## config.mk

```make
export PLATFORM = sky130hd
export DESIGN_NAME = bankers_safety_check
export DESIGN_NICKNAME = d
export VERILOG_FILES = /design/src/rtl/bsc_pkg.sv /design/src/rtl/bsc_ram.sv /design/src/rtl/bsc_alu.sv /design/src/rtl/bankers_safety_check.sv
export SDC_FILE = /design/constraint.sdc
export NUM_CORES = 2
export LEC_CHECK = 0
export BUFFER_PORTS_ARGS = -buffer_cell sky130_fd_sc_hd__buf_2
export CORE_ASPECT_RATIO = 2
export CORE_UTILIZATION = 27
export DETAILED_ROUTE_END_ITERATION = 8
export SYNTH_ARGS = -nofsm -noshare
export SYNTH_HDL_FRONTEND = slang
export SYNTH_MEMORY_MAX_BITS = 65536
export SYNTH_SLANG_ARGS = --single-unit
```

## constraint.sdc

```tcl
create_clock -name clk_i -period 5.71 [get_ports clk_i]
set_input_delay 0.8565 -clock clk_i [delete_from_list [all_inputs] [get_ports clk_i]]
set_output_delay 0.8565 -clock clk_i [all_outputs]
set_load 0.05 [all_outputs]
```

## src/rtl/bsc_pkg.sv

```systemverilog
// Shared types and constants of the banker's safety check block.
// Payload structs, operation and result kind codes, register indexes, sequencer states.
// Depends on nothing.
package bsc_pkg;

  localparam int VALUE_W = 16;
  localparam int AVAIL_W = 24;
  localparam logic [AVAIL_W-1:0] AVAIL_TOP = {AVAIL_W{1'b1}};

  // Input operation codes
  localparam logic [1:0] OP_LOAD_ALLOC = 2'd0;
  localparam logic [1:0] OP_LOAD_MAX   = 2'd1;
  localparam logic [1:0] OP_LOAD_AVAIL = 2'd2;
  localparam logic [1:0] OP_RUN        = 2'd3;

  // Result kind codes
  localparam logic [1:0] KIND_AVAIL  = 2'd0;
  localparam logic [1:0] KIND_SEQ    = 2'd1;
  localparam logic [1:0] KIND_UNSAFE = 2'd2;

  // Register indexes (bit 2 of the byte address)
  localparam logic REG_PROC_COUNT = 1'b0;
  localparam logic REG_RES_COUNT  = 1'b1;

  typedef struct packed {
    logic [1:0]         op;
    logic [3:0]         proc_index;
    logic [2:0]         res_index;
    logic [VALUE_W-1:0] value;
  } bsc_in_t;

  typedef struct packed {
    logic [1:0]         kind;
    logic [3:0]         index;
    logic [AVAIL_W-1:0] amount;
    logic               last;
  } bsc_out_t;

  typedef enum logic [3:0] {
    ST_IDLE,
    ST_SCAN,
    ST_FIT_READ,
    ST_FIT_CHECK,
    ST_GRANT_READ,
    ST_GRANT_ADD,
    ST_EMIT_AVAIL,
    ST_EMIT_SEQ
  } bsc_state_e;

endpackage

```

## src/rtl/bsc_ram.sv

```systemverilog
// Generic single write port, single read port memory with registered read data.
// Holds the allocation and maximum tables. Depends on nothing.
module bsc_ram #(
  parameter int DEPTH = 128,
  parameter int WIDTH = 16,
  parameter int AW    = (DEPTH > 1) ? $clog2(DEPTH) : 1
) (
  input  logic             clk_i,
  input  logic             we_i,
  input  logic [AW-1:0]    waddr_i,
  input  logic [WIDTH-1:0] wdata_i,
  input  logic [AW-1:0]    raddr_i,
  output logic [WIDTH-1:0] rdata_o
);

  logic [WIDTH-1:0] mem_q [DEPTH];
  logic [WIDTH-1:0] rdata_q;

  always_ff @(posedge clk_i) begin
    if (we_i) begin
      mem_q[waddr_i] <= wdata_i;
    end
  end

  always_ff @(posedge clk_i) begin
    rdata_q <= mem_q[raddr_i];
  end

  assign rdata_o = rdata_q;

endmodule

```

## src/rtl/bsc_alu.sv

```systemverilog
// Shared arithmetic unit: clipped need against available, and saturating add-back.
// Depends on bsc_pkg for the field widths.
module bsc_alu (
  input  logic [bsc_pkg::AVAIL_W-1:0] avail_i,
  input  logic [bsc_pkg::VALUE_W-1:0] alloc_i,
  input  logic [bsc_pkg::VALUE_W-1:0] max_i,
  output logic                        no_fit_o,
  output logic [bsc_pkg::AVAIL_W-1:0] sum_o
);
  import bsc_pkg::*;

  logic [VALUE_W-1:0] need;
  logic [AVAIL_W:0]   sum_wide;

  // Negative need counts as zero
  assign need     = (max_i > alloc_i) ? (max_i - alloc_i) : '0;
  assign no_fit_o = AVAIL_W'(need) > avail_i;

  assign sum_wide = {1'b0, avail_i} + (AVAIL_W + 1)'(alloc_i);
  assign sum_o    = sum_wide[AVAIL_W] ? AVAIL_TOP : sum_wide[AVAIL_W-1:0];

endmodule

```

## src/rtl/bankers_safety_check.sv

```systemverilog
// Top level of the banker's safety check: APB registers, sequencer, tables, result beats.
// Depends on bsc_pkg, bsc_ram and bsc_alu.
//
// Load items (allocation, maximum, available) leave busy low, so loads can arrive back to
// back. A run item raises busy and walks the processes in index order, sweep after sweep,
// through one shared compare/add unit fed by the registered read port of the two table
// memories. Per sweep a process that is already finished is only passed over in the scan
// state; any other process is checked resource by resource, a read state then a check
// state each, and the check stops at the first resource that does not fit. When all fit,
// the process is granted: each resource passes a read state and an add state in turn.
// Each sweep ends in the scan state with a choice between another sweep, the result beats
// and the unsafe verdict. A safe run then streams nr available
// beats followed by np safe sequence beats, one beat per cycle with last on the final one;
// an unsafe run gives a single unsafe beat with last set. Each beat shows on res_o for
// exactly one cycle with res_valid_o high; the receiver cannot stall, so capture every
// beat. busy drops with the final beat, and the next item can be accepted in that cycle.
// Write proc_count and res_count only while busy is low.
module bankers_safety_check #(
  parameter int MAX_PROCS = 16,
  parameter int MAX_RES   = 8
) (
  input  logic              clk_i,
  input  logic              rst_ni,
  // command channel
  input  logic              start,
  output logic              busy,
  input  bsc_pkg::bsc_in_t  item_i,
  // result channel
  output logic              res_valid_o,
  output bsc_pkg::bsc_out_t res_o,
  // configuration port
  input  logic              psel,
  input  logic              penable,
  input  logic              pwrite,
  input  logic [2:0]        paddr,
  input  logic [31:0]       pwdata,
  output logic [31:0]       prdata,
  output logic              pready
);
  import bsc_pkg::*;

  localparam int PW    = $clog2(MAX_PROCS + 1);            // counts 0..MAX_PROCS
  localparam int RCW   = $clog2(MAX_RES + 1);              // counts 0..MAX_RES
  localparam int PIW   = (MAX_PROCS > 1) ? $clog2(MAX_PROCS) : 1;
  localparam int RIW   = (MAX_RES > 1) ? $clog2(MAX_RES) : 1;
  localparam int DEPTH = MAX_PROCS * MAX_RES;
  localparam int AW    = (DEPTH > 1) ? $clog2(DEPTH) : 1;

  // ---------------------------------------------------------------------------
  // Configuration registers
  // ---------------------------------------------------------------------------
  logic [4:0] proc_count_q;
  logic [3:0] res_count_q;
  logic       cfg_write;

  assign pready    = 1'b1;
  assign cfg_write = psel && penable && pwrite && pready;

  always_ff @(posedge clk_i or negedge rst_ni) begin
    if (!rst_ni) begin
      proc_count_q <= 5'd16;
      res_count_q  <= 4'd8;
    end else if (cfg_write) begin
      case (paddr[2])
        REG_PROC_COUNT: proc_count_q <= pwdata[4:0];
        REG_RES_COUNT:  res_count_q  <= pwdata[3:0];
        default: ;
      endcase
    end
  end

  always_comb begin
    case (paddr[2])
      REG_PROC_COUNT: prdata = 32'(proc_count_q);
      REG_RES_COUNT:  prdata = 32'(res_count_q);
      default:        prdata = '0;
    endcase
  end

  // Clamp the counts into 1..MAX
  logic [PW-1:0]  np_cfg;
  logic [RCW-1:0] nr_cfg;

  always_comb begin
    if (proc_count_q == '0) begin
      np_cfg = PW'(1);
    end else if (int'(proc_count_q) > MAX_PROCS) begin
      np_cfg = PW'(MAX_PROCS);
    end else begin
      np_cfg = PW'(proc_count_q);
    end
    if (res_count_q == '0) begin
      nr_cfg = RCW'(1);
    end else if (int'(res_count_q) > MAX_RES) begin
      nr_cfg = RCW'(MAX_RES);
    end else begin
      nr_cfg = RCW'(res_count_q);
    end
  end

  // ---------------------------------------------------------------------------
  // Sequencer state
  // ---------------------------------------------------------------------------
  bsc_state_e          state_q, state_d;
  logic [PW-1:0]       np_q, np_d;
  logic [RCW-1:0]      nr_q, nr_d;
  logic [PW-1:0]       p_q, p_d;
  logic [RCW-1:0]      r_q, r_d;
  logic [PW-1:0]       gcnt_q, gcnt_d;
  logic [MAX_PROCS-1:0] mask_q, mask_d;
  logic                prog_q, prog_d;
  logic                res_valid_q, res_valid_d;
  bsc_out_t            res_q, res_d;

  logic [PIW-1:0]      p_idx;
  logic [RIW-1:0]      r_idx;
  logic [PIW-1:0]      gcnt_idx;

  assign p_idx    = p_q[PIW-1:0];
  assign r_idx    = r_q[RIW-1:0];
  assign gcnt_idx = gcnt_q[PIW-1:0];

  // ---------------------------------------------------------------------------
  // Storage: available vector and safe order in flops, tables in memories
  // ---------------------------------------------------------------------------
  logic [AVAIL_W-1:0] avail_q [MAX_RES];
  logic [3:0]         safe_q  [MAX_PROCS];

  logic               accept;
  logic               load_tbl_ok;
  logic [AW-1:0]      load_addr;
  logic [AW-1:0]      tbl_raddr;
  logic [VALUE_W-1:0] alloc_rd;
  logic [VALUE_W-1:0] max_rd;
  logic [RIW-1:0]     load_ridx;

  logic               avail_we;
  logic [RIW-1:0]     avail_widx;
  logic [AVAIL_W-1:0] avail_wdata;
  logic               safe_we;

  logic               no_fit;
  logic [AVAIL_W-1:0] sum_sat;

  assign accept      = start && !busy;
  assign load_tbl_ok = (int'(item_i.proc_index) < MAX_PROCS) &&
                       (int'(item_i.res_index) < MAX_RES);
  assign load_addr   = AW'(int'(item_i.proc_index) * MAX_RES + int'(item_i.res_index));
  assign load_ridx   = RIW'(item_i.res_index);
  assign tbl_raddr   = AW'(int'(p_idx) * MAX_RES + int'(r_idx));

  bsc_ram #(
    .DEPTH (DEPTH),
    .WIDTH (VALUE_W)
  ) u_alloc_ram (
    .clk_i   (clk_i),
    .we_i    (accept && (item_i.op == OP_LOAD_ALLOC) && load_tbl_ok),
    .waddr_i (load_addr),
    .wdata_i (item_i.value),
    .raddr_i (tbl_raddr),
    .rdata_o (alloc_rd)
  );

  bsc_ram #(
    .DEPTH (DEPTH),
    .WIDTH (VALUE_W)
  ) u_max_ram (
    .clk_i   (clk_i),
    .we_i    (accept && (item_i.op == OP_LOAD_MAX) && load_tbl_ok),
    .waddr_i (load_addr),
    .wdata_i (item_i.value),
    .raddr_i (tbl_raddr),
    .rdata_o (max_rd)
  );

  bsc_alu u_alu (
    .avail_i  (avail_q[r_idx]),
    .alloc_i  (alloc_rd),
    .max_i    (max_rd),
    .no_fit_o (no_fit),
    .sum_o    (sum_sat)
  );

  always_ff @(posedge clk_i) begin
    if (avail_we) begin
      avail_q[avail_widx] <= avail_wdata;
    end
    if (safe_we) begin
      safe_q[gcnt_idx] <= 4'(p_q);
    end
  end

  // ---------------------------------------------------------------------------
  // Next state and outputs
  // ---------------------------------------------------------------------------
  always_comb begin
    state_d     = state_q;
    np_d        = np_q;
    nr_d        = nr_q;
    p_d         = p_q;
    r_d         = r_q;
    gcnt_d      = gcnt_q;
    mask_d      = mask_q;
    prog_d      = prog_q;
    res_valid_d = 1'b0;
    res_d       = res_q;
    avail_we    = 1'b0;
    avail_widx  = r_idx;
    avail_wdata = sum_sat;
    safe_we     = 1'b0;

    case (state_q)
      ST_IDLE: begin
        if (accept) begin
          if (item_i.op == OP_RUN) begin
            // latch counts, clear the run state, start the first sweep
            np_d    = np_cfg;
            nr_d    = nr_cfg;
            p_d     = '0;
            gcnt_d  = '0;
            mask_d  = '0;
            prog_d  = 1'b0;
            state_d = ST_SCAN;
          end else if (item_i.op == OP_LOAD_AVAIL) begin
            if (int'(item_i.res_index) < MAX_RES) begin
              avail_we    = 1'b1;
              avail_widx  = load_ridx;
              avail_wdata = AVAIL_W'(item_i.value);
            end
          end
        end
      end

      ST_SCAN: begin
        if (p_q == np_q) begin
          // end of a sweep
          if (gcnt_q == np_q) begin
            r_d     = '0;
            state_d = ST_EMIT_AVAIL;
          end else if (!prog_q) begin
            res_valid_d  = 1'b1;
            res_d.kind   = KIND_UNSAFE;
            res_d.index  = '0;
            res_d.amount = '0;
            res_d.last   = 1'b1;
            state_d      = ST_IDLE;
          end else begin
            p_d    = '0;
            prog_d = 1'b0;
          end
        end else if (mask_q[p_idx]) begin
          p_d = p_q + PW'(1);
        end else begin
          r_d     = '0;
          state_d = ST_FIT_READ;
        end
      end

      ST_FIT_READ: begin
        state_d = ST_FIT_CHECK;
      end

      ST_FIT_CHECK: begin
        if (no_fit) begin
          p_d     = p_q + PW'(1);
          state_d = ST_SCAN;
        end else if (r_q == nr_q - RCW'(1)) begin
          r_d     = '0;
          state_d = ST_GRANT_READ;
        end else begin
          r_d     = r_q + RCW'(1);
          state_d = ST_FIT_READ;
        end
      end

      ST_GRANT_READ: begin
        state_d = ST_GRANT_ADD;
      end

      ST_GRANT_ADD: begin
        // add the allocation back, saturating
        avail_we = 1'b1;
        if (r_q == nr_q - RCW'(1)) begin
          mask_d  = mask_q | (MAX_PROCS'(1) << p_idx);
          safe_we = 1'b1;
          gcnt_d  = gcnt_q + PW'(1);
          prog_d  = 1'b1;
          p_d     = p_q + PW'(1);
          state_d = ST_SCAN;
        end else begin
          r_d     = r_q + RCW'(1);
          state_d = ST_GRANT_READ;
        end
      end

      ST_EMIT_AVAIL: begin
        res_valid_d  = 1'b1;
        res_d.kind   = KIND_AVAIL;
        res_d.index  = 4'(r_q);
        res_d.amount = avail_q[r_idx];
        res_d.last   = 1'b0;
        if (r_q == nr_q - RCW'(1)) begin
          p_d     = '0;
          state_d = ST_EMIT_SEQ;
        end else begin
          r_d = r_q + RCW'(1);
        end
      end

      ST_EMIT_SEQ: begin
        res_valid_d  = 1'b1;
        res_d.kind   = KIND_SEQ;
        res_d.index  = safe_q[p_idx];
        res_d.amount = '0;
        res_d.last   = (p_q == np_q - PW'(1));
        if (p_q == np_q - PW'(1)) begin
          state_d = ST_IDLE;
        end else begin
          p_d = p_q + PW'(1);
        end
      end

      default: begin
        state_d = ST_IDLE;
      end
    endcase
  end

  always_ff @(posedge clk_i or negedge rst_ni) begin
    if (!rst_ni) begin
      state_q     <= ST_IDLE;
      np_q        <= '0;
      nr_q        <= '0;
      p_q         <= '0;
      r_q         <= '0;
      gcnt_q      <= '0;
      mask_q      <= '0;
      prog_q      <= 1'b0;
      res_valid_q <= 1'b0;
    end else begin
      state_q     <= state_d;
      np_q        <= np_d;
      nr_q        <= nr_d;
      p_q         <= p_d;
      r_q         <= r_d;
      gcnt_q      <= gcnt_d;
      mask_q      <= mask_d;
      prog_q      <= prog_d;
      res_valid_q <= res_valid_d;
    end
  end

  // Result payload holds no control state
  always_ff @(posedge clk_i) begin
    res_q <= res_d;
  end

  assign busy        = (state_q != ST_IDLE);
  assign res_valid_o = res_valid_q;
  assign res_o       = res_q;

endmodule

```

Word level (Yosys, flattened, before mapping). Memory sizes are Yosys's and may differ from the RTL's. A register that Yosys moved wholly into a read port is not among the register bits. Cells that the tools add are included.

Flip-flop bits (word level): 85. Bits in latches: 0. Bits in writable memories: 4352. Bits in read-only memories: 0. Input bits: 66. Output and inout bits: 66. Word-level logic and storage cells: 176. Memories kept: 4.

Add/sub/neg operators: 9. Multiply operators: 0. Divide/modulo/power cells: 0. Order comparisons: 5. Equality and inequality tests: 32. Shift-type cells: 1. Muxes and demuxes: 81. Bitwise operators: 2. Reduce and logical (&&, ||, !) cells: 27.

Memories: u_alloc_ram.mem_q (depth 128, bits a word 16, read ports 1, clocked after Yosys merged registers in 1, write ports 1, RTL line bsc_ram.sv:16) `logic [WIDTH-1:0] mem_q [DEPTH];`; u_max_ram.mem_q (depth 128, bits a word 16, read ports 1, clocked after Yosys merged registers in 1, write ports 1, RTL line bsc_ram.sv:16); avail_q (depth 8, bits a word 24, read ports 1, clocked after Yosys merged registers in 0, write ports 1, RTL line bankers_safety_check.sv:126) `logic [AVAIL_W-1:0] avail_q [MAX_RES];`; safe_q (depth 16, bits a word 4, read ports 1, clocked after Yosys merged registers in 0, write ports 1, RTL line bankers_safety_check.sv:127) `logic [3:0] safe_q [MAX_PROCS];`.

Operators with widths (number): two-way mux 24 bit (5); two-way mux 31 bit (3); case mux 31 bit (3 select lines) (1); two-way mux 5 bit (13); two-way mux 16 bit (4); two-way mux 4 bit (16); case mux 32 bit (2 select lines) (1); case mux 16 bit (2 select lines) (1); case mux 4 bit (8 select lines) (1); case mux 5 bit (6 select lines) (1); adder 24 x 16 -> 25 bit (1); > comparator 16 x 24 -> 1 bit (1); inequality test 2 bit, second input constant (12); two-way mux 1 bit (22); two-way mux 3 bit (7); equality test 4 x 3 -> 1 bit, second input constant (4); > comparator 16 bit (1); bitwise OR 16 bit (1); left shift 1 x 4 -> 16 bit, first input constant (1); subtractor 16 bit (1); equality test 5 bit (3); inequality test 3 bit, second input constant (5); adder 7 x 3 -> 7 bit (2); case mux 4 bit (3 select lines) (1); other kinds (34) (49).

Longest topological paths before layout.
Word-level depth: 7. Depth in mapped cells: 24. Mapped depth without buffers: 20.

Cells and area by module. Synthesis repeated with hierarchy kept, for this count alone.

Cell total of the unflattened synthesis: 7483. Area total of the unflattened synthesis: 174137.0 µm².

By module, submodules not included: bsc_ram (instances 2, cells each 3086, area an instance 78522.8 µm², sequential area each 61819.3 µm²); bankers_safety_check (instances 1, cells each 943, area an instance 14567.7 µm², sequential area each 9947.0 µm²); bsc_alu (instances 1, cells each 368, area an instance 2523.7 µm², sequential area each 0.0 µm²).

Least setup slack after synthesis. Ideal clock, no wire load.

Path type: register to register. Start: register p_q[0]. End: register res_q, in the netlist res_o[0] (enable). Library setup time: 506 ps. Data arrival time: 4705 ps. Path slack: 499 ps. Stages on the path, launching flop included: 6. Cells stage by stage: dfrtp_1 > buf_2 > xor2_1 > nor4_1 > nand3_1 > o41ai_1.

Longest elaborated chain between the ends: 3.

RTL lines: from (decl) (RTL line bankers_safety_check.sv:107) `logic [PW-1:0] p_q, p_d;`; from (signal assigned) (RTL line bankers_safety_check.sv:344) `p_q <= p_d;`; equality test 5 bit (RTL line bankers_safety_check.sv:235) `if (p_q == np_q) begin`; inequality test 2 bit (no line); AND reduction 4 bit (no line); to (signal assigned) (RTL line bankers_safety_check.sv:355) `res_q <= res_d;`; to (decl) (RTL line bankers_safety_check.sv:113) `bsc_out_t res_q, res_d;`.

No other way between the ends. A chain may end at the register's enable or synchronous reset.

Worst setup path in the final report.
Start: register r_q[0]. End: memory avail_q[3][17], data pin.

Longest elaborated chain between the ends: 7.

RTL lines: from (decl) (RTL line bankers_safety_check.sv:108) `logic [RCW-1:0] r_q, r_d;`; from (signal assigned) (RTL line bankers_safety_check.sv:345) `r_q <= r_d;`; memory read (8 x 24 bit) *; adder 24 x 16 -> 25 bit * (RTL line bsc_alu.sv:19) `assign sum_wide = {1'b0, avail_i} + (AVAIL_W + 1)'(alloc_i);`; two-way mux 24 bit * (RTL line bsc_alu.sv:20) `assign sum_o = sum_wide[AVAIL_W] ? AVAIL_TOP : sum_wide[AVAIL_W-1:0];`; two-way mux 24 bit (RTL line bankers_safety_check.sv:224) `end else if (item_i.op == OP_LOAD_AVAIL) begin`; two-way mux 24 bit (RTL line bankers_safety_check.sv:215) `if (item_i.op == OP_RUN) begin`; two-way mux 24 bit (RTL line bankers_safety_check.sv:214) `if (accept) begin`; two-way mux 24 bit * (RTL line bankers_safety_check.sv:212) `case (state_q)`; net avail_wdata[17] (RTL line bankers_safety_check.sv:139) `logic [AVAIL_W-1:0] avail_wdata;`; to (decl) (RTL line bankers_safety_check.sv:126).

The timed path passes the listed nets; every way through them passes the cells marked *.

==> impl_metrics.yaml <==
status:
  outcome: "complete, but fails checks"
  violations: "design-rule violations"
floorplanning:
  core_um2: 649500
  initial_utilization_pct: 27.08
  rows: 419
  fp.dieW_um: 572.8
  die-area_um2: 655000
  die_y_um: 1144
  io_pins: 132
sta:
  setup_tns_ns: 0
  maxSlewViolCount: 0
  min_period_ns: 5.175
  slew_headroom_pct: 9.702
  grt_setup_unrepaired: "no"
  final.setup_skew_ns: 0.05820
  tightestPinTransition_ns: 1.333
  clock.fmax_mhz: 193.2
  hold_violations: 0
  finalSetupViolations: 0
  post-route-period-util_pct: 90.63
power_and_ir_drop:
  pwr_density_cell_nw_per_um2: 420.9
  total_power_w: 0.08452
  p_leak_nw: 60.67
  max-vdd-ir-drop_uv: 318.9
final_layout:
  drive_gt1_share_pct: 24.61
  syn2layout_area_growth_pct: 14.16
  final.fill_count: 62150
  final_cell_mix: "4383 x edfxtp_1, 954 x mux4_2, 520 x buf_4, 498 x mux2i_1"
  seq_area_um2: 133600
  fin_util_pct: 30.92
  final_common_cell: "edfxtp_1"
  multi_input_area_um2: 39010
  design_area_um2: 200800
  fin_nets: 9102
clock_tree:
  clkTransAtPathRegs_ns: 0.08
  cts_root_buffer: "clkbuf_16"
  cts_made_buffers: 348
  cts_setup_buffers: 0
  ctsLongestPathBuffers: 4
  cts_tree: "done"
  clock_latency_ns: 0.96
  h-tree-depth: 5
  numClockSinks: 4468
setup_path:
  cpMostUsedCell: "a211o_1"
  slowest_delay_ns: 0.83
  crit_fanout: 30
  slowest_stage: "dfrtp_4"
  crit_buf_inv: 2
  worst-setup-path-type: "reg2reg"
  critPathLaunchType: "flip-flop"
  rr_startpoint: "r_q[0]"
  arrival_ns: 5.86
  crit_chain: "buf_12 -> mux4_2 -> mux2i_1 -> fa_1 -> nor2b_1 -> o31a_1 -> o211ai_1 -> a211o_1 -> a211o_1 -> nand2_1 -> o21ai_0 -> a21oi_1 -> buf_4"
  r2r_slack_ns: 0.54
  cp-end-kind: "flip-flop"
  required_ns: 6.40
  r2r_cells: 13
  reg2reg_to: "avail_q[3][17]"
  crit_family: "compound AO/OA/AOI/OAI gates"
logic_synthesis:
  synth_edf_count: 4383
  ys_ff_latch: 4468
  synth_seq_area_share_pct: 75.94
  ys_async_sr_fraction_pct: 1.186
  synthDistinctLibCells: 97
  synth_ff_type: "edfxtp_1"
  syn_inst: 8463
  synth_warnings: 0
  netlist_area_um2: 175900
  synth_area_per_cell_um2: 20.79
worst_hold_path:
  holdCritPathClass: "in2reg"
  min_from: "pwdata[2]"
  min_to: "proc_count_q[2]"
  worst_hold_path.num_cells: 2
route:
  drt_wl_total_um: 513900
  route.detailed.wl_per_inst_um: 28.63
  detail-route-antenna-nets: 0
  drcViolationCount: 117
  dr.pass1.iters: 8
  avgViaCountPerCell: 4.936
  drt_iter0_drc: 8655
  num_vias: 88620
placed_design:
  placed_cell_area_um2: 189100
  hpwl_um: 328500
  place.gp.congestion: 0.8395
  port-buffer-count: 74
global_routing:
  grt_pass1_wl_um: 708600
  antenna_found_initial: 33
  grt_start_max_net_pins: 162
  grtUsageTotal_pct: 15.19
  gr-total-overflow: 0
  grt_pass1_vias: 90410
job:
  maxCapViolations: 0
==> synthesized netlist by cell type (13+ instances only) <==
cell type     n  area, um^2
nand3_1      36       180.2
buf_6       102        1149
mux4_2      954       21490
buf_8        22       330.3
o211ai_1     18       135.1
a31oi_1      40       250.2
o221ai_1    230        2014
dfxtp_1      32       640.6
nor3_1       36       180.2
xor2_1       26       227.7
nor2_1      452        1697
o22ai_1     133       832.1
a21oi_1     161       805.8
xnor2_1      18       157.7
nor2b_1      16       100.1
inv_1        63       236.5
nor4_1       13       81.33
a211oi_1     80       600.6
clkbuf_1    159       596.8
dfrtp_1      51        1276
mux2i_1     498        4985
ha_1         61       763.2
buf_2       112       560.5
buf_1        29       108.9
o21ai_0     156       780.8
or3_1        18       112.6
nand2_1     220       825.8
buf_4        73       548.0
a21o_1       18       135.1
a2111oi_0    13       113.9
edfxtp_1   4383      131600
mux2_2       21       236.5
==> flip-flops by register name, summed over array words and instances, names as in the netlist, 5 cells and up <==
signal / cells
u_max_ram.mem_q: 2048
avail_q: 192
u_alloc_ram.rdata_o: 16
proc_count_q: 5
mask_q: 16
res_o: 31
u_max_ram.rdata_o: 16
np_q: 5
u_alloc_ram.mem_q: 2048
gcnt_q: 5
safe_q: 64
p_q: 5
==> stage by stage <==
step,setup WS [ns],cells,hold WS (ns)
after floorplan,0.4988,8489,0.4573
after detailed placement,0.4884,17250,0.4818
after CTS,0.4305,17890,0.07844
final,0.5353,17950,0.1465
after global routing,0.2200,17930,0.1468
after global placement,0.4719,17250,0.4699
==> how the worst max path moves through the flow <==
stage	end	slack, ns	from	cells past startpoint
5_1_grt	avail_q[0][22]	0.22	r_q[0]	12
2_1_floorplan	res_o[0]	0.50	p_q[0]	5
6_report	avail_q[3][17]	0.54	r_q[0]	13
3_5_place_dp	avail_q[1][21]	0.49	r_q[0]	12
4_1_cts	avail_q[3][22]	0.43	r_q[0]	12
3_3_place_gp	avail_q[0][19]	0.47	r_q[0]	13
==> where the power goes <==
| group | internal (W) | leakage [nW] | total, W | switching [W] |
|---|---|---|---|---|
| sequential | 0.0374 | 40.3 | 0.0380 | 0.000588 |
| combinational | 0.00785 | 14.8 | 0.0214 | 0.0135 |
| clock | 0.0133 | 5.58 | 0.0252 | 0.0119 |
==> area by class of cell <==
type / count / share of cell area [%]
sequential: 4468 / 66.53
multi-input combinational: 3444 / 19.43
tap: 8630 / 5.377
clock buffer: 420 / 4.559
timing repair buffer: 646 / 2.721
clock inverter: 216 / 1.173
inverter: 65 / 0.1315
antenna: 63 / 0.07850
==> layer usage <==
| layer | wire length, um | vias to the layer above | track usage, % | share of wire (%) |
|---|---|---|---|---|
| met5 | 69 | - | 0 | 0.013 |
| met4 | 40470 | 10 | 10.79 | 7.9 |
| met3 | 28830 | 964 | 1.862 | 5.6 |
| met2 | 278800 | 3487 | 28.81 | 54 |
| met1 | 165800 | 47850 | 15.29 | 32 |
| li1 | - | 36300 | - | - |
==> cells by family after synthesis <==
family / after synthesis / synth area share [%]
AOI/OAI and AO/OA: 959 / 3.776
xor gates and xnor gates: 45 / 0.2283
adders and majority gates: 63 / 0.4566
buffers and inverters: 577 / 2.127
DFF: 4468 / 75.94
muxes: 1485 / 15.35
other: 2 / 0.004269
and+or+nand+nor: 864 / 2.115
==> worst register-to-register path, cell delays in order (launching register included) <==
cell and delay (ns):
dfrtp_4 0.83, buf_12 0.36, mux4_2 0.55, mux2i_1 0.61, fa_1 0.35, nor2b_1 0.07, o31a_1 0.30, o211ai_1 0.25
a211o_1 0.22, a211o_1 0.72, nand2_1 0.19, o21ai_0 0.21, a21oi_1 0.06, buf_4 0.20
==> what timing repair did <==
item	4_1_cts	5_1_grt
resized for setup	0	0
hold buffers	1	0
hold endpoints to repair	3	0
No activity file was read; power rests on OpenSTA's default activity.
